--- src/sv/lsh_pkg.sv ---
// Shared types and constants for the 3x3 Laplacian sharpening filter.
package lsh_pkg;

  localparam int unsigned PixW      = 8;
  localparam int unsigned ColW      = 10;
  localparam int unsigned RowW      = 16;
  localparam int unsigned WidthRegW = 11;
  localparam int unsigned CfgW      = 16;
  localparam int unsigned CfgIdxW   = 2;
  localparam int unsigned SumW      = 11;

  localparam int unsigned MaxWidth  = 1024;
  localparam int unsigned MinDim    = 3;
  localparam int unsigned ResetW    = 640;
  localparam int unsigned ResetH    = 480;
  localparam int unsigned PixMax    = 255;

  localparam int unsigned QDepth    = 4;
  localparam int unsigned QPtrW     = 2;
  localparam int unsigned QCntW     = 3;

  typedef enum logic [CfgIdxW-1:0] {
    CfgImageWidth  = 2'd0,
    CfgImageHeight = 2'd1
  } cfg_idx_e;

  // One pixel with its column neighbors from the line stores and its position.
  typedef struct packed {
    logic [PixW-1:0] top;
    logic [PixW-1:0] mid;
    logic [PixW-1:0] pix;
    logic [RowW-1:0] row;
    logic [ColW-1:0] col;
    logic            produce;
    logic            last;
  } item_t;

endpackage

--- src/sv/lsh_queue.sv ---
// Short queue between the front end and the filter back end.
module lsh_queue (
  input  logic                      clk_i,
  input  logic                      rst_ni,
  input  logic                      push_i,
  input  lsh_pkg::item_t            push_item_i,
  input  logic                      pop_i,
  output logic                      valid_o,
  output lsh_pkg::item_t            item_o,
  output logic [lsh_pkg::QCntW-1:0] count_o
);

  lsh_pkg::item_t             slots_q [lsh_pkg::QDepth];
  logic [lsh_pkg::QPtrW-1:0]  wr_ptr_q;
  logic [lsh_pkg::QPtrW-1:0]  rd_ptr_q;
  logic [lsh_pkg::QCntW-1:0]  count_q, count_d;

  assign valid_o = (count_q != '0);
  assign item_o  = slots_q[rd_ptr_q];
  assign count_o = count_q;

  always_comb begin
    count_d = count_q;
    if (push_i && !pop_i) begin
      count_d = count_q + lsh_pkg::QCntW'(1);
    end else if (pop_i && !push_i) begin
      count_d = count_q - lsh_pkg::QCntW'(1);
    end
  end

  always_ff @(posedge clk_i or negedge rst_ni) begin
    if (!rst_ni) begin
      wr_ptr_q <= '0;
      rd_ptr_q <= '0;
      count_q  <= '0;
    end else begin
      count_q <= count_d;
      if (push_i) begin
        wr_ptr_q <= wr_ptr_q + lsh_pkg::QPtrW'(1);
      end
      if (pop_i) begin
        rd_ptr_q <= rd_ptr_q + lsh_pkg::QPtrW'(1);
      end
    end
  end

  always_ff @(posedge clk_i) begin
    if (push_i) begin
      slots_q[wr_ptr_q] <= push_item_i;
    end
  end

`ifndef ASSERT_OFF
  a_no_overflow: assert property (@(posedge clk_i) disable iff (!rst_ni)
    push_i && !pop_i |-> count_q < lsh_pkg::QCntW'(lsh_pkg::QDepth))
    else $error("queue push while full");
  a_no_underflow: assert property (@(posedge clk_i) disable iff (!rst_ni)
    pop_i |-> count_q != '0)
    else $error("queue pop while empty");
  a_ptr_gap: assert property (@(posedge clk_i) disable iff (!rst_ni)
    count_q < lsh_pkg::QCntW'(lsh_pkg::QDepth)
      |-> lsh_pkg::QPtrW'(wr_ptr_q - rd_ptr_q) == count_q[lsh_pkg::QPtrW-1:0])
    else $error("queue pointers disagree with count");
`endif

endmodule

--- config.mk ---
export PLATFORM = sky130hd
export DESIGN_NAME = lsh_queue
export DESIGN_NICKNAME = d
export VERILOG_FILES = /design/src/sv/lsh_pkg.sv /design/src/sv/lsh_queue.sv
export SDC_FILE = /design/constraint.sdc
export NUM_CORES = 1
export LEC_CHECK = 0
export ABC_AREA = 1
export BUFFER_PORTS_ARGS = -buffer_cell sky130_fd_sc_hd__buf_2
export CORE_MARGIN = 5
export CORE_UTILIZATION = 40
export CTS_CLUSTER_DIAMETER = 60
export CTS_CLUSTER_SIZE = 16
export DETAILED_ROUTE_END_ITERATION = 6
export PLACE_DENSITY = 0.65
export SYNTH_ARGS = -nofsm -noshare
export SYNTH_HDL_FRONTEND = slang
export SYNTH_SLANG_ARGS = --single-unit
--- constraint.sdc ---
create_clock -name clk_i -period 2.02 [get_ports clk_i]
set_input_delay 0.101 -clock clk_i [delete_from_list [all_inputs] [get_ports clk_i]]
set_output_delay 0.101 -clock clk_i [all_outputs]
set_load 0.02 [all_outputs]
# After elaboration in Yosys (flattened, before gate mapping)
# Memories as Yosys holds them, arrays and structs flattened.
# Index checks and enable logic that the tools add are counted.
# Widths: inputs -> output; s select.
# classes
addsub	4
n_mux	4
reduce_logical	6
# op_table
op	count
$mux 3	2
$add 2x1->2 const B	2
$add 3x1->3 const B	1
$reduce_bool 3->1	1
$sub 3x1->3 const B	1
$logic_and 1x1->1	2
$logic_not 1->1	2
$mux 1	2
$reduce_bool 2->1	1
# totals
ff_bits	7
ram_bits	208
output_inout_bits	56
wordCells	18
mem_count	1
# mem_list
memory	words	width	read_ports	rd_clocked_by_memory_dff	write_ports	line	text
slots_q	4	52	1	0	1	lsh_queue.sv:13	lsh_pkg::item_t slots_q [lsh_pkg::QDepth];

# Longest topological paths before layout
# logic_depth
word_depth	4
mapped_depth	9
depth_no_buf	9

# Worst setup path before layout
# No wires, ideal clock.
# synth_timing
path_type	reg2reg
startpoint	register wr_ptr_q[0] in the netlist's numbering
endpoint	memory slots_q[2][0] in the netlist's numbering, enable pin
arrival_time_ps	1691
t_required_ps	1614
slack_ps	-77
path_stages_with_launch	5
n_path_buf	0
cell_sequence	dfrtp_1 -> inv_1 -> ha_1 -> nand2_1 -> inv_1
# synth_rtl
element	line	text
start: declaration	lsh_queue.sv:14	logic [lsh_pkg::QPtrW-1:0] wr_ptr_q;
start signal: assignment	lsh_queue.sv:39	wr_ptr_q <= wr_ptr_q + lsh_pkg::QPtrW'(1);
end: declaration	lsh_queue.sv:13	
# No word-level cell before the write port.

==> impl_metrics.csv <==
group,metric,value,unit
outcome,outcome,"complete, no violations",
place,placed_area,9529,µm²
timing,setup_tns,0,ns
yosys,ys_types,17,
die,die-width,156.7,µm
worst_setup_path,path_cells,"buf_16, nand2_1, o211ai_1, nand2_1, buf_2",
worst_setup_path,critical_path.top_delay_family,"flip-flops",
place,gp_congestion,0.6917,
clock_network,clkTransAtPathRegs,0.07,ns
drt,drc,0,
die,ios,112,
timing,rsz0062_at_grt,"false",
yosys,synth_mux_area_share,0,%
yosys,yosys.area.top_type,"edfxtp_1",
place,place_ws,0.3918,ns
min_path,hold_class,"input port to flip-flop",
place,port_buffers,111,
final_layout,antennaDiodeCount,0,
power_and_ir_drop,ir_worst_vdd,0.0008400,V
timing,slew_headroom,67.25,%
timing,layout_setup_ws,0.1256,ns
global_route,antenna_found_initial,0,
power_and_ir_drop,p_int,9.657,mW
yosys,synth-seq-cells,215,
clock_network,clkLatencyLatePin,0.48,ns
global_route,grt_pass1_wl,27470,µm
yosys,yosys_warnings,0,
worst_setup_path,cp_slowest_cell,"dfrtp_4",
die,start_util,40.82,%
timing,setup_viol,0,
yosys,syn-mean-instance-area,13.16,µm²
worst_setup_path,worstPathMaxFanout,64,
power_and_ir_drop,swShare,37.20,%
clock_network,numCtsBuffers,19,
power_and_ir_drop,power_leakage,4.296,nW
power_and_ir_drop,comb_power_share,38.1,%
timing,slew_viol_final,0,
drt,drt_iter0_markers,262,
die,placementRows,53,
yosys,synth_xor_area_share,0.4070,%
drt,vias,5192,
final_layout,area_delta_synth_final,24.52,%
yosys,yosys.area_share.simple,7.588,%
worst_setup_path,end_kind,"output port",
worst_setup_path,crit_path_start_kind,"flip-flop",
final_layout,drive_gt1_share,19.40,%
drt,drt_pass1_iterations,4,
die,die_h,156.7,µm
yosys,synth_compound_area_share,9.129,%
power_and_ir_drop,seq_power_share,39.8,%
worst_setup_path,path_buf_inv,2,
global_route,grt_start_max_net_pins,65,
clock_network,root_buffer,"clkbuf_16",
final_layout,nets,887,
timing,post-route-period-util,93.78,%
global_route,grt_pass1_vias,5220,
drt,via_per_inst,4.677,
clock_network,clkSinkCount,215,
worst_setup_path,cp_common_cell,"nand2_1",
global_route,grt_usage,14.14,%
power_and_ir_drop,clkPwrFrac,22.1,%
timing,max_freq,0.5279,GHz
yosys,yosysTopAreaCellShare,72.57,%
clock_network,clockBufferDepth,3,
timing,fin_skew,0.01247,ns
timing,hold_viol,0,
die,die_area,24550,µm²
worst_setup_path,critPathRequiredTime,1.92,ns
yosys,synth_area_leaders,"edfxtp_1 73%, o211ai_1 9.1%, nand2_1 7.4%",
die,placeableCoreArea,21090,µm²
clock_network,cts_max_level,1,
yosys,syn_inst,654,
worst_setup_path,worst-r2r-setup-slack,0.45,ns
timing,layout_min_cycle_time,1.894,ns
final_layout,fill_cells,1801,
yosys,seq_area_frac_synth,74.60,%
worst_setup_path,slowest_delay,0.58,ns
worst_setup_path,critPathKind,"flip-flop to output port",
drt,wirelength,17290,µm
global_route,gr-total-overflow,0,
drt,drt-wirelength-per-cell,15.58,µm
clock_network,cts_tree,"done",
job,maxCapViolCount,0,
timing,tightest_slew,0.4912,ns
yosys,synth_area,8607,µm²
drt,ant_nets,0,
worst_setup_path,arrival,1.79,ns
final_layout,finalInstanceArea,10720,µm²
yosys,synth_top_family_by_area,"compound AO/OA/AOI/OAI gates",
power_and_ir_drop,p_per_area,1435,nW/µm²
place,dpl.hpwl,10060,µm
yosys,synth_fa_ha_area_share,0.9594,%
yosys,syn_nets,716,
power_and_ir_drop,power.switching,5.721,mW
==> worst reg2reg max path, stage by stage (launching register included) <==
cell and delay, ns:
dfrtp_1 0.43, inv_1 0.10, ha_1 0.15, nand2_1 0.08, clkinvlp_4 0.10, buf_4 0.35
==> power groups by stage <==
stage	clock network, mW	registers [mW]	logic (mW)
finish	3.41	6.11	5.86
global route	3.70	6.18	6.52
CTS	3.50	6.12	5.96
detailed placement	0	6.30	5.69
global placement	0	6.27	5.62
floorplan	0	6.16	3.88
==> cell type report <==
| type | count | area, µm² | area share [%] |
|---|---|---|---|
| inverters | 116 | 446.7 | 4.168 |
| multi-input cells | 288 | 1556 | 14.52 |
| clock buffers | 23 | 490.5 | 4.576 |
| repair buffers | 185 | 1369 | 12.77 |
| clock inverters | 8 | 85.08 | 0.7938 |
| well taps | 275 | 344.1 | 3.210 |
| flip-flops and latches | 215 | 6426 | 59.96 |
==> flip-flops by register name, indices dropped and copies added (netlist names) <==
signal	flops
count_o	3
rd_ptr_q	2
slots_q	208
wr_ptr_q	2
==> cells in the final DEF (no fill, tap or decap), drive strengths merged <==
| cell type | Yosys | final |
|---|---|---|
| bufinv | 0 | 1 |
| nand4 | 1 | 1 |
| dlygate4sd3 | 0 | 56 |
| nand2 | 170 | 170 |
| nand3 | 1 | 1 |
| inv | 116 | 113 |
| o211ai | 104 | 104 |
| xor2 | 3 | 3 |
| edfxtp | 208 | 208 |
| o21ai | 1 | 1 |
| clkbuf | 1 | 23 |
| clkinv | 0 | 3 |
| nor2 | 1 | 1 |
| clkinvlp | 0 | 7 |
| xnor2 | 1 | 1 |
| buf | 34 | 129 |
| fa | 1 | 1 |
| dfrtp | 7 | 7 |
| ha | 5 | 5 |
==> metal layers <==
layer,vias to the layer above,share of wire [%],global-route usage [%]
met4,0,2.3,3.843
met3,26,3.9,2.074
met5,-,0,0
met1,2468,42,17.59
li1,2600,-,-
met2,98,51,25.76
==> synthesized netlist by cell type <==
master / number
inv_2: 1
buf_4: 8
clkbuf_1: 1
nand2_1: 170
nor2_1: 1
o211ai_1: 104
edfxtp_1: 208
ha_1: 5
buf_2: 26
nand3_1: 1
nand4_1: 1
dfrtp_1: 7
inv_1: 115
xor2_1: 3
o21ai_0: 1
fa_1: 1
xnor2_1: 1
==> cell families (layout without fill, tap and decap cells) <==
logic type                 after synthesis  after routing
buffers and inverters                  151            332
adders and majority gates                6              6
DFF                                    215            215
xor gates and xnor gates                 4              4
and+or+nand+nor                        173            173
AOI/OAI and AO/OA                      105            105
==> timing repair <==
| item | CTS | global route |
|---|---|---|
| hold buffers | 56 | 0 |
| hold endpoints to repair | 219 | 0 |
| setup buffers | 2 | 1 |
| endpoints found under the setup margin | 46 | 6 |
| resized for setup | 2 | 2 |
==> worst paths after layout <==
path                       cells past startpoint             end       startpoint
max in group asynchronous                      3     rd_ptr_q[0]           rst_ni
hold / removal                                 2  slots_q[0][32]  push_item_i[32]
min in group asynchronous                      3      count_o[0]           rst_ni
hold reg to reg                                2      count_o[2]       count_o[2]
setup reg to reg                               5  slots_q[0][22]      wr_ptr_q[0]
setup / recovery                               5       item_o[3]      rd_ptr_q[0]
==> per-stage QoR <==
stage | hold slack, ns | power, mW | std cells | util, %
after CTS | 0.3429 | 15.59 | 1109 | 50.72
after floorplan | -0.1946 | 10.03 | 654 | -
final | 0.3625 | 15.38 | 1110 | 50.82
after global placement | -0.04541 | 11.89 | 1020 | 45.19
after global routing | 0.3678 | 16.40 | 1110 | 50.82
after detailed placement | -0.04336 | 11.99 | 1020 | 45.19
(Power assumes the default switching activity.)
