### src/sv/lsh_pkg.sv
// Shared types and constants for the 3x3 Laplacian sharpening filter.
package lsh_pkg;

  localparam int unsigned PixW      = 8;
  localparam int unsigned ColW      = 10;
  localparam int unsigned RowW      = 16;
  localparam int unsigned WidthRegW = 11;
  localparam int unsigned CfgW      = 16;
  localparam int unsigned CfgIdxW   = 2;
  localparam int unsigned SumW      = 11;

  localparam int unsigned MaxWidth  = 1024;
  localparam int unsigned MinDim    = 3;
  localparam int unsigned ResetW    = 640;
  localparam int unsigned ResetH    = 480;
  localparam int unsigned PixMax    = 255;

  localparam int unsigned QDepth    = 4;
  localparam int unsigned QPtrW     = 2;
  localparam int unsigned QCntW     = 3;

  typedef enum logic [CfgIdxW-1:0] {
    CfgImageWidth  = 2'd0,
    CfgImageHeight = 2'd1
  } cfg_idx_e;

  // One pixel with its column neighbors from the line stores and its position.
  typedef struct packed {
    logic [PixW-1:0] top;
    logic [PixW-1:0] mid;
    logic [PixW-1:0] pix;
    logic [RowW-1:0] row;
    logic [ColW-1:0] col;
    logic            produce;
    logic            last;
  } item_t;

endpackage

### src/sv/lsh_back.sv
// Back end: 3x3 window, Laplacian sum, clamp and result register.
module lsh_back (
  input  logic                     clk_i,
  input  logic                     rst_ni,
  input  logic                     restart_i,
  input  logic                     q_valid_i,
  input  lsh_pkg::item_t           q_item_i,
  output logic                     pop_o,
  output logic                     result_valid_o,
  input  logic                     result_stall_i,
  output logic [lsh_pkg::PixW-1:0] sharpened_o,
  output logic [lsh_pkg::RowW-1:0] out_row_o,
  output logic [lsh_pkg::ColW-1:0] out_col_o,
  output logic                     frame_last_o
);

  logic [lsh_pkg::PixW-1:0] win_q [6];
  logic                     out_valid_q;
  logic [lsh_pkg::PixW-1:0] out_pix_q;
  logic [lsh_pkg::RowW-1:0] out_row_q;
  logic [lsh_pkg::ColW-1:0] out_col_q;
  logic                     out_last_q;
  logic [lsh_pkg::SumW-1:0] nsum;
  logic [lsh_pkg::SumW-1:0] centre8;
  logic [lsh_pkg::SumW-1:0] diff;
  logic [lsh_pkg::PixW-1:0] clamped;

  assign pop_o = q_valid_i && (!out_valid_q || !result_stall_i);

  always_comb begin
    nsum = lsh_pkg::SumW'(win_q[0]) + lsh_pkg::SumW'(win_q[1])
         + lsh_pkg::SumW'(win_q[2]) + lsh_pkg::SumW'(win_q[3])
         + lsh_pkg::SumW'(win_q[5]) + lsh_pkg::SumW'(q_item_i.top)
         + lsh_pkg::SumW'(q_item_i.mid) + lsh_pkg::SumW'(q_item_i.pix);
    centre8 = {win_q[4], 3'b000};
    diff    = centre8 - nsum;
    if (centre8 < nsum) begin
      clamped = '0;
    end else if (diff > lsh_pkg::SumW'(lsh_pkg::PixMax)) begin
      clamped = lsh_pkg::PixW'(lsh_pkg::PixMax);
    end else begin
      clamped = diff[lsh_pkg::PixW-1:0];
    end
  end

  // Advance the window by one column on every popped item; a restart clears it.
  always_ff @(posedge clk_i or negedge rst_ni) begin
    if (!rst_ni) begin
      for (int i = 0; i < 6; i++) begin
        win_q[i] <= '0;
      end
    end else if (restart_i) begin
      for (int i = 0; i < 6; i++) begin
        win_q[i] <= '0;
      end
    end else if (pop_o) begin
      win_q[0] <= win_q[3];
      win_q[1] <= win_q[4];
      win_q[2] <= win_q[5];
      win_q[3] <= q_item_i.top;
      win_q[4] <= q_item_i.mid;
      win_q[5] <= q_item_i.pix;
    end
  end

  always_ff @(posedge clk_i or negedge rst_ni) begin
    if (!rst_ni) begin
      out_valid_q <= 1'b0;
    end else if (pop_o) begin
      out_valid_q <= q_item_i.produce;
    end else if (!result_stall_i) begin
      out_valid_q <= 1'b0;
    end
  end

  always_ff @(posedge clk_i) begin
    if (pop_o && q_item_i.produce) begin
      out_pix_q  <= clamped;
      out_row_q  <= q_item_i.row;
      out_col_q  <= q_item_i.col;
      out_last_q <= q_item_i.last;
    end
  end

  assign result_valid_o = out_valid_q;
  assign sharpened_o    = out_pix_q;
  assign out_row_o      = out_row_q;
  assign out_col_o      = out_col_q;
  assign frame_last_o   = out_last_q;

`ifndef ASSERT_OFF
  a_hold_when_stalled: assert property (@(posedge clk_i) disable iff (!rst_ni)
    out_valid_q && result_stall_i |=> out_valid_q && $stable(out_pix_q))
    else $error("result dropped while stalled");
  a_no_pop_over_stall: assert property (@(posedge clk_i) disable iff (!rst_ni)
    out_valid_q && result_stall_i |-> !pop_o)
    else $error("item popped over a stalled result");
  a_last_is_produced: assert property (@(posedge clk_i) disable iff (!rst_ni)
    pop_o && q_item_i.last |-> q_item_i.produce)
    else $error("frame end marked on a border pixel");
`endif

endmodule

### config.mk
export PLATFORM = sky130hd
export DESIGN_NAME = lsh_back
export DESIGN_NICKNAME = d
export VERILOG_FILES = /design/src/sv/lsh_pkg.sv /design/src/sv/lsh_back.sv
export SDC_FILE = /design/constraint.sdc
export NUM_CORES = 1
export LEC_CHECK = 0
export BUFFER_PORTS_ARGS = -buffer_cell sky130_fd_sc_hd__clkbuf_2
export CAP_MARGIN = 10
export CORE_MARGIN = 2
export CORE_UTILIZATION = 55
export DETAILED_ROUTE_END_ITERATION = 10
export PLACE_DENSITY = 0.78
export SETUP_SLACK_MARGIN = 0.4
export SLEW_MARGIN = 40
export SYNTH_ARGS = -nofsm -noshare
export SYNTH_HDL_FRONTEND = slang
export SYNTH_SLANG_ARGS = --single-unit
### constraint.sdc
create_clock -name clk_i -period 6.3 [get_ports clk_i]
set_input_delay 0.315 -clock clk_i [delete_from_list [all_inputs] [get_ports clk_i]]
set_output_delay 0.315 -clock clk_i [all_outputs]
set_load 0.005 [all_outputs]
# Word-level counts from Yosys, hierarchy flattened
# Cells that the tools add are included.
# totals
input_bits	57
reg_bits	84
output_inout_bits	37
# classes
n_lt_le_gt_ge	2
reduce_logical	6
addsub	8
eq_ne	1
mux	5
# op_table
op	count
48-bit 2-to-1 mux	2
11-bit by 8-bit adder with 11-bit output	4
10-bit by 8-bit adder with 11-bit output	1
11-bit by 8-bit greater-than comparator with 1-bit output (second input constant)	1
11-bit < comparator	1
11-bit subtractor	1
9-bit by 8-bit adder with 10-bit output	1
8-bit by 8-bit adder with 9-bit output	1
8-bit 2-to-1 mux	1
1-bit logical AND	2
1-bit logical NOT	2
1-bit 2-to-1 mux	2
2-bit inequality test (second input constant)	1
2-bit nonzero test	1
1-bit logical OR	1

# Depth between registers and ports, before layout
# Gate-level depths: netlist of run 1.
# depth
depth_word	10
mapped_depth	21
ltp_nobuf	21

# Worst setup path before layout of run 1
# OpenSTA, ideal clock, no wires.
# synth_timing
path_kind	input to register
start	input q_item_i[31] in the netlist's numbering
end	register out_pix_q (netlist bit sharpened_o[2]) (data pin)
setup_slack_ps	826
path_buffers	0
setup_ps	279
cell_stages	20
required_time_ps	6021
arrival_ps	5195
cell_sequence	inv_1 fa_1 inv_1 fa_1 fa_1 inv_1 fa_1 inv_1 fa_1 a21o_1 a21oi_1 o21bai_1 a21o_1 xnor2_1 ha_1 o21ai_0 o21bai_1 a311o_1 a211oi_4 a31oi_1
# synth_between
elab_chain_len	4
# synth_lines
element	line	source
start: declaration	lsh_back.sv:7	input lsh_pkg::item_t q_item_i,
11-bit by 8-bit adder with 11-bit output *	lsh_back.sv:34	+ lsh_pkg::SumW'(q_item_i.mid) + lsh_pkg::SumW'(q_item_i.pix);
11-bit subtractor	lsh_back.sv:36	diff = centre8 - nsum;
11-bit by 8-bit greater-than comparator with 1-bit output	lsh_back.sv:39	end else if (diff > lsh_pkg::SumW'(lsh_pkg::PixMax)) begin
8-bit 2-to-1 mux	lsh_back.sv:39	
end signal: assignment	lsh_back.sv:78	out_pix_q <= clamped;
end: declaration	lsh_back.sv:19	logic [lsh_pkg::PixW-1:0] out_pix_q;
# Every way passes the cells marked *; elsewhere a longest branch is shown, timed or not.
# A chain may end at the register's enable or synchronous reset.

# Final worst setup path of run 1
# layout_timing
start	register win_q[2] in the netlist's numbering
end	register out_pix_q (netlist bit sharpened_o[4]) (data pin)
# layout_between
elab_chain_len	7
# layout_lines
element	line	source
start: declaration	lsh_back.sv:17	logic [lsh_pkg::PixW-1:0] win_q [6];
11-bit by 8-bit adder with 11-bit output * (2 in a row)	lsh_back.sv:33	+ lsh_pkg::SumW'(win_q[5]) + lsh_pkg::SumW'(q_item_i.top)
11-bit by 8-bit adder with 11-bit output * (2 in a row)	lsh_back.sv:34	
11-bit subtractor	lsh_back.sv:36	
11-bit by 8-bit greater-than comparator with 1-bit output	lsh_back.sv:39	
8-bit 2-to-1 mux	lsh_back.sv:39	
# Marks and branches as above.

==> results of run 1 <==
[routing by layer]
metal | up-vias | part of all wire | global-route usage
li1 | 1751 | - | -
met1 | 1746 | 0.42 | 0.235
met2 | 107 | 0.51 | 0.358
met3 | 12 | 0.060 | 0.0376
met4 | 0 | 0.011 | 0.0738
met5 | - | 0 | 0
[logic make-up (layout without fill, tap and decap cells)]
family / after synthesis / in the layout / share of synthesized area
mux: 1 / 1 / 0.00197
fa+ha+maj: 68 / 68 / 0.237
simple gates: 121 / 121 / 0.0977
flops: 84 / 84 / 0.448
compound gates: 87 / 87 / 0.105
buf+inv: 122 / 220 / 0.0901
xor+xnor: 12 / 12 / 0.0207
[registers in the layout, indices dropped and copies added, names as in the netlist]
signal	cells
centre8	8
frame_last_o	1
out_col_o	10
out_row_o	16
result_valid_o	1
sharpened_o	8
win_q	40
[path summary, 6_finish.rpt]
check / startpoint / end / slack (ns) / cells past startpoint
max in group asynchronous: rst_ni / win_q[0] / 5.82 / 2
min: rst_ni / win_q[4] / 0.06 / 2
max: win_q[2] / sharpened_o[4] / 0.67 / 18
min in group clk_i: q_item_i[22] / out_row_o[10] / 0.12 / 1
max reg2reg: win_q[2] / sharpened_o[4] / 0.67 / 18
min reg2reg: win_q[28] / win_q[28] / 0.53 / 2
[what timing repair did]
action,CTS,global route
setup buffers,0,2
gates resized for setup,0,7
endpoints found under the setup margin,0,8
[final cells by class]
class,count,area [um^2]
Timing Repair Buffer,97,498
Multi-Input combinational cell,289,2370
Clock inverter,6,72.6
Fill cell,719,3210
Tap cell,111,139
Inverter,107,403
Sequential cell,84,2280
Clock buffer,10,138
[stage by stage]
step,instances,setup slack [ns]
after floorplan,495,0.826
after global placement,686,0.505
after detailed placement,686,0.393
after CTS,702,0.441
after global routing,704,0.432
final,704,0.672
[worst max-delay path: cells and delay by family (launching register included)]
kind | cells | cell delay [ns]
XOR/XNOR | 1 | 0.15
adder cells (fa/ha/maj) | 7 | 2.92
AND/OR/NAND/NOR | 1 | 0.25
flip-flops | 1 | 0.37
AO/OA/AOI/OAI | 7 | 1.53
buffers and inverters | 2 | 0.13
[layout by cell type (no fill, tap or decap), types with 4 or more instances in the layout]
master    netlist  final
clkbuf_2        0     92
clkbuf_8        0     10
inv_1         106    105
xor2_1          5      5
fa_1           47     46
dfrtp_1        49     49
buf_4           0      4
a21o_1          7      7
a21oi_1        52     50
edfxtp_1       35     35
xnor2_1         7      7
a31oi_1        10     10
nand2_1       103    103
ha_1           21     19
[power by group]
group / total, mW / switching (mW) / internal (mW)
logic: 1.08 / 0.624 / 0.455
registers: 0.633 / 0.0157 / 0.618
clock network: 0.408 / 0.210 / 0.198
==> metrics.md, run 1 <==
| Metric | Value |
|---|---|
| Hold_buf cts | `0` |
| Overall routing resource usage | `0.198` |
| Via Count | `around 3600` |
| Clk root buf | `clkbuf_8` |
| Post-DR wirelength/cell | `13.6 um` |
| PwrDens | `360 nW/um^2` |
| Initial antenna violation count | `0` |
| Port Buf Inserts | `93` |
| Fmax | `178 MHz` |
| Num rows | `35` |
| Synthesized cell area | `slightly above 5000 um^2` |
| Crit path cell chain | `inv_1 > fa_1 > inv_1 > fa_1 > fa_1 > fa_1 > ha_1 > fa_2 > a21o_1 > a21oi_2 > o21bai_1 > a21o_1 > xnor2_1 > ha_2 > and3_2 > a311o_1 > a211oi_4 > a31oi_1` |
| Final ANT Viol Nets | `0` |
| Sequential fraction of the synthesis area | `0.448` |
| GRT overflow | `0` |
| Io pins | `94` |
| Fin Hold WS | `between 0.05 and 0.06 ns` |
| Design Power | `2.12 mW` |
| Placement-stage cell area | `5650 um^2` |
| Ys async rst share | `0.583` |
| DRC | `0` |
| Top cells by count, synth | `inv_1, nand2_1, a21oi_1` |
| Ys Warns | `0` |
| Worst Hold Class | `in -> async` |
| Mapped Cells | `about 500` |
| Setup Viol. Count Final | `0` |
| Most used DFF post-synth | `dfrtp_1` |
| Placed wire-length estimate | `7.03 mm` |
| Slew margin rel. | `0.534` |
| Area contributors post-synth | `dfrtp_1, edfxtp_1, fa_1` |
| Startpoint types | `flip-flop` |
| Area added between synthesis and finish | `16.0%` |
| Final Instance Area | `5900 um^2` |
| Setup crit end kind | `flip-flop` |
| Post-synth EDFFs | `35` |
| Worst path max stage delay | `0.54 ns` |
| Core footprint | `between 9000 and 10000 um^2` |
| CTS sink count | `84` |
| Critical Path RT | `roughly 6.4 ns` |
| Die area | `approximately 10000 um^2` |
| Period utilization | `0.893` |
| Crit-path slowest cell | `fa_1` |
| Most used cell along the critical path | `fa_1` |
| Largest net degree at the start of global routing | `between 50 and 60` |
| Drt first pass iters | `4` |
| Mapped Nets | `620` |
| DRT Wirelength | `around 9.6 mm` |
| #FFs+latches synth | `84` |
| Crit path kind | `reg -> reg` |
| CTS tree | `done` |
| Initial Util | `0.558` |
| H-Tree Depth | `3` |
| P_leak | `2.89 nW` |
| RD Place Congestion | `0.803` |
| Synth area leader | `dfrtp_1` |
| Clock buffer depth | `2` |
| CP max FO | `8` |
| Max Cap Violations | `0` |
| Worst Max-Slew Pin Slew | `around 0.70 ns` |
| Final #Nets | `a little over 700` |
| RSZ-0062 raised after global routing | `false` |
| Peak supply drop | `195 uV` |
| Number of DRC markers in iteration 0 | `between 100 and 150` |
| Vias/cell | `between 5 and 6` |
| Outcome | `finished clean` |
| Worst-Skew Late Latency | `0.36 ns` |
| Setup Skew | `0.0126 ns` |
| Die height | `100 um` |
| Final min period | `between 5 and 6 ns` |
| Diode count | `0` |
| Crit path DAT | `5.71 ns` |
| Total negative setup slack | `0 ns` |
| Synth unique cells | `38` |
| Post-layout util | `0.647` |
| Vias in the first global route | `3769` |
| Most used standard cell by instance count after synthesis | `inv_1` |
| Max Slew Vio Count | `0` |
| Worst-path clk slew | `0.09 ns` |
| Layout cells sized above 1 | `0.211` |
| Cts bufs inserted | `9` |
| First-pass GRT wire length | `15.9 mm` |
| Die width | `roughly 100 um` |
| Hold Violations, Final | `0` |
| Area share of the largest cell type after synthesis | `0.241` |
| Syn Area/Cell | `10.3 um^2` |
Power figures use the tool's default switching activity.
==> inputs of run 2 (changes only) <==
--- a/config.mk
+++ b/config.mk
@@ -6,10 +6,10 @@
 export NUM_CORES = 1
 export LEC_CHECK = 0
-export BUFFER_PORTS_ARGS = -buffer_cell sky130_fd_sc_hd__clkbuf_2
 export CAP_MARGIN = 10
 export CORE_MARGIN = 2
 export CORE_UTILIZATION = 55
 export DETAILED_ROUTE_END_ITERATION = 10
-export PLACE_DENSITY = 0.78
+export DONT_BUFFER_PORTS = 1
+export PLACE_DENSITY = 0.69
 export SETUP_SLACK_MARGIN = 0.4
 export SLEW_MARGIN = 40
==> constraint.sdc (replaced) <==
create_clock -name clk_i -period 6.3 [get_ports clk_i]
set_input_delay 0.945 -clock clk_i [delete_from_list [all_inputs] [get_ports clk_i]]
set_output_delay 0.945 -clock clk_i [all_outputs]
set_load 0.005 [all_outputs]
==> metrics.md, run 2 (synthesized netlist as in run 1, its figures left out) <==
| Metric | Value |
|---|---|
| Most frequent cells in the layout | `inv_1, nand2_1, a21oi_1, dfrtp_1, fa_1` |
| Crit path kind | `in -> reg` |
| CP max FO | `8` |
| Post-DR wirelength/cell | `between 10 and 15 um` |
| Hold_buf cts | `0` |
| GRT overflow | `0` |
| Placed wire-length estimate | `6.23 mm` |
| PwrDens | `393 nW/um^2` |
| Setup crit end kind | `flip-flop` |
| Die area | `10000 um^2` |
| Placement-stage cell area | `5200 um^2` |
| Hold Violations, Final | `0` |
| Worst-Skew Late Latency | `0.37 ns` |
| RD Place Congestion | `0.733` |
| Area added between synthesis and finish | `8.32%` |
| Largest net degree at the start of global routing | `51` |
| Worst Hold Class | `in -> async` |
| R2r setup slk | `0.74 ns` |
| Num rows | `35` |
| P_leak | `2.51 nW` |
| Port Buf Inserts | `0` |
| Number of DRC markers in iteration 0 | `75` |
| Final ANT Viol Nets | `0` |
| Die width | `100 um` |
| H-Tree Depth | `3` |
| Diode count | `0` |
| Drt first pass iters | `4` |
| R2R Path Start | `win_q[2]` |
| Max Slew Vio Count | `0` |
| Worst Max-Slew Pin Slew | `0.721 ns` |
| Multi-input logic area | `~2500 um^2` |
| Critical Path RT | `6.39 ns` |
| Outcome | `finished clean` |
| Fmax | `176 MHz` |
| DRC | `0` |
| Crit. Startpoint | `q_item_i[30]` |
| Vias in the first global route | `3227` |
| DRT Wirelength | `8.74 mm` |
| Crit path DAT | `5.77 ns` |
| Clk root buf | `clkbuf_8` |
| Commonest non-fill, non-tap cell in the layout | `inv_1` |
| Max Cap Violations | `0` |
| First-pass GRT wire length | `14.6 mm` |
| Worst-path clk slew | `0.10 ns` |
| Total negative setup slack | `0 ns` |
| Initial Util | `0.558` |
| Setup Viol. Count Final | `0` |
| Reg area | `about 2300 um^2` |
| Clock buffer depth | `2` |
| Startpoint types | `input port` |
| Final Instance Area | `5510 um^2` |
| CTS sink count | `84` |
| Cts bufs inserted | `9` |
| RSZ-0062 raised after global routing | `false` |
| Initial antenna violation count | `0` |
| Overall routing resource usage | `0.185` |
| Final min period | `5.68 ns` |
| Layout cells sized above 1 | `0.0820` |
| Period utilization | `0.902` |
| Peak supply drop | `204 uV` |
| Via Count | `between 3000 and 4000` |
| Core footprint | `9110 um^2` |
| Final #Nets | `620` |
| Fill cells | `around 800` |
| CTS tree | `done` |
| Die height | `100 um` |
| Setup Skew | `~0.014 ns` |
| Vias/cell | `5.29` |
| Largest Register | `win_q` |
| Io pins | `94` |
| Largest register FFs | `40` |
| Slew margin rel. | `0.519` |
-- run 2: cell types whose count changed in the layout (fill, tap and decap cells not counted), moves of 2 or more --
cell	previous run	this run
ha_1	19	17
o21ai_2	0	2
inv_8	1	4
clkbuf_2	92	0
ha_4	0	3
-- run 2: per-stage QoR --
step / setup WS [ns] / util / cells / power, mW / hold WS (ns)
2_1_floorplan: 0.410 / - / 495 / 1.48 / 0.479
3_3_place_gp: 0.241 / 0.570 / 592 / 1.62 / 0.501
3_5_place_dp: 0.0933 / 0.570 / 592 / 1.65 / 0.511
4_1_cts: 0.469 / 0.593 / 608 / 2.05 / 0.240
5_1_grt: 0.384 / 0.604 / 611 / 2.34 / 0.233
6_report: 0.620 / 0.604 / 611 / 2.16 / 0.264
-- run 2: worst paths after layout --
check	to	depth (start not counted)
max	sharpened_o[3]	19
min	win_q[5]	0
max reg2reg	sharpened_o[3]	19
min reg2reg	win_q[42]	2
max in group asynchronous	win_q[32]	0
min in group clk_i	win_q[42]	2
-- run 2: repair_timing --
action / CTS / global route
setup buffers: 0 / 3
endpoints found under the setup margin: 0 / 8
gates resized for setup: 0 / 14
-- run 2: cell type report --
class	instances	share of cell area
clock buffer	9	0.0225
clock inverter	7	0.0143
inverter	107	0.0732
multi-input combinational	289	0.446
sequential	84	0.414
tap	111	0.0252
timing repair buffer	4	0.00545
-- run 2: per-layer routing --
metal	vias up	part of all wire	global-route usage
li1	1551	-	-
met1	1575	0.44	0.253
met2	95	0.48	0.287
met3	14	0.061	0.0508
met4	0	0.018	0.0706
met5	-	0	0
-- run 2: critical path, cell delays in order --
cell and delay, ns:
inv_1 0.03, fa_1 0.53, inv_1 0.05, fa_1 0.45
fa_1 0.50, fa_1 0.49, ha_2 0.22, fa_2 0.39
a21o_1 0.20, a21oi_2 0.15, o21bai_1 0.08, a21o_1 0.20
xnor2_2 0.20, ha_4 0.25, o21ai_2 0.14, o21bai_2 0.09
a311o_1 0.32, a211oi_4 0.38, a31oi_1 0.14
-- run 2: report_power, final --
| part | switching (mW) | internal [mW] | leakage [nW] |
|---|---|---|---|
| combinational | 0.637 | 0.498 | 1.42 |
| sequential | 0.0208 | 0.618 | 0.993 |
| clock | 0.228 | 0.159 | 0.104 |
| total | 0.886 | 1.28 | 2.51 |
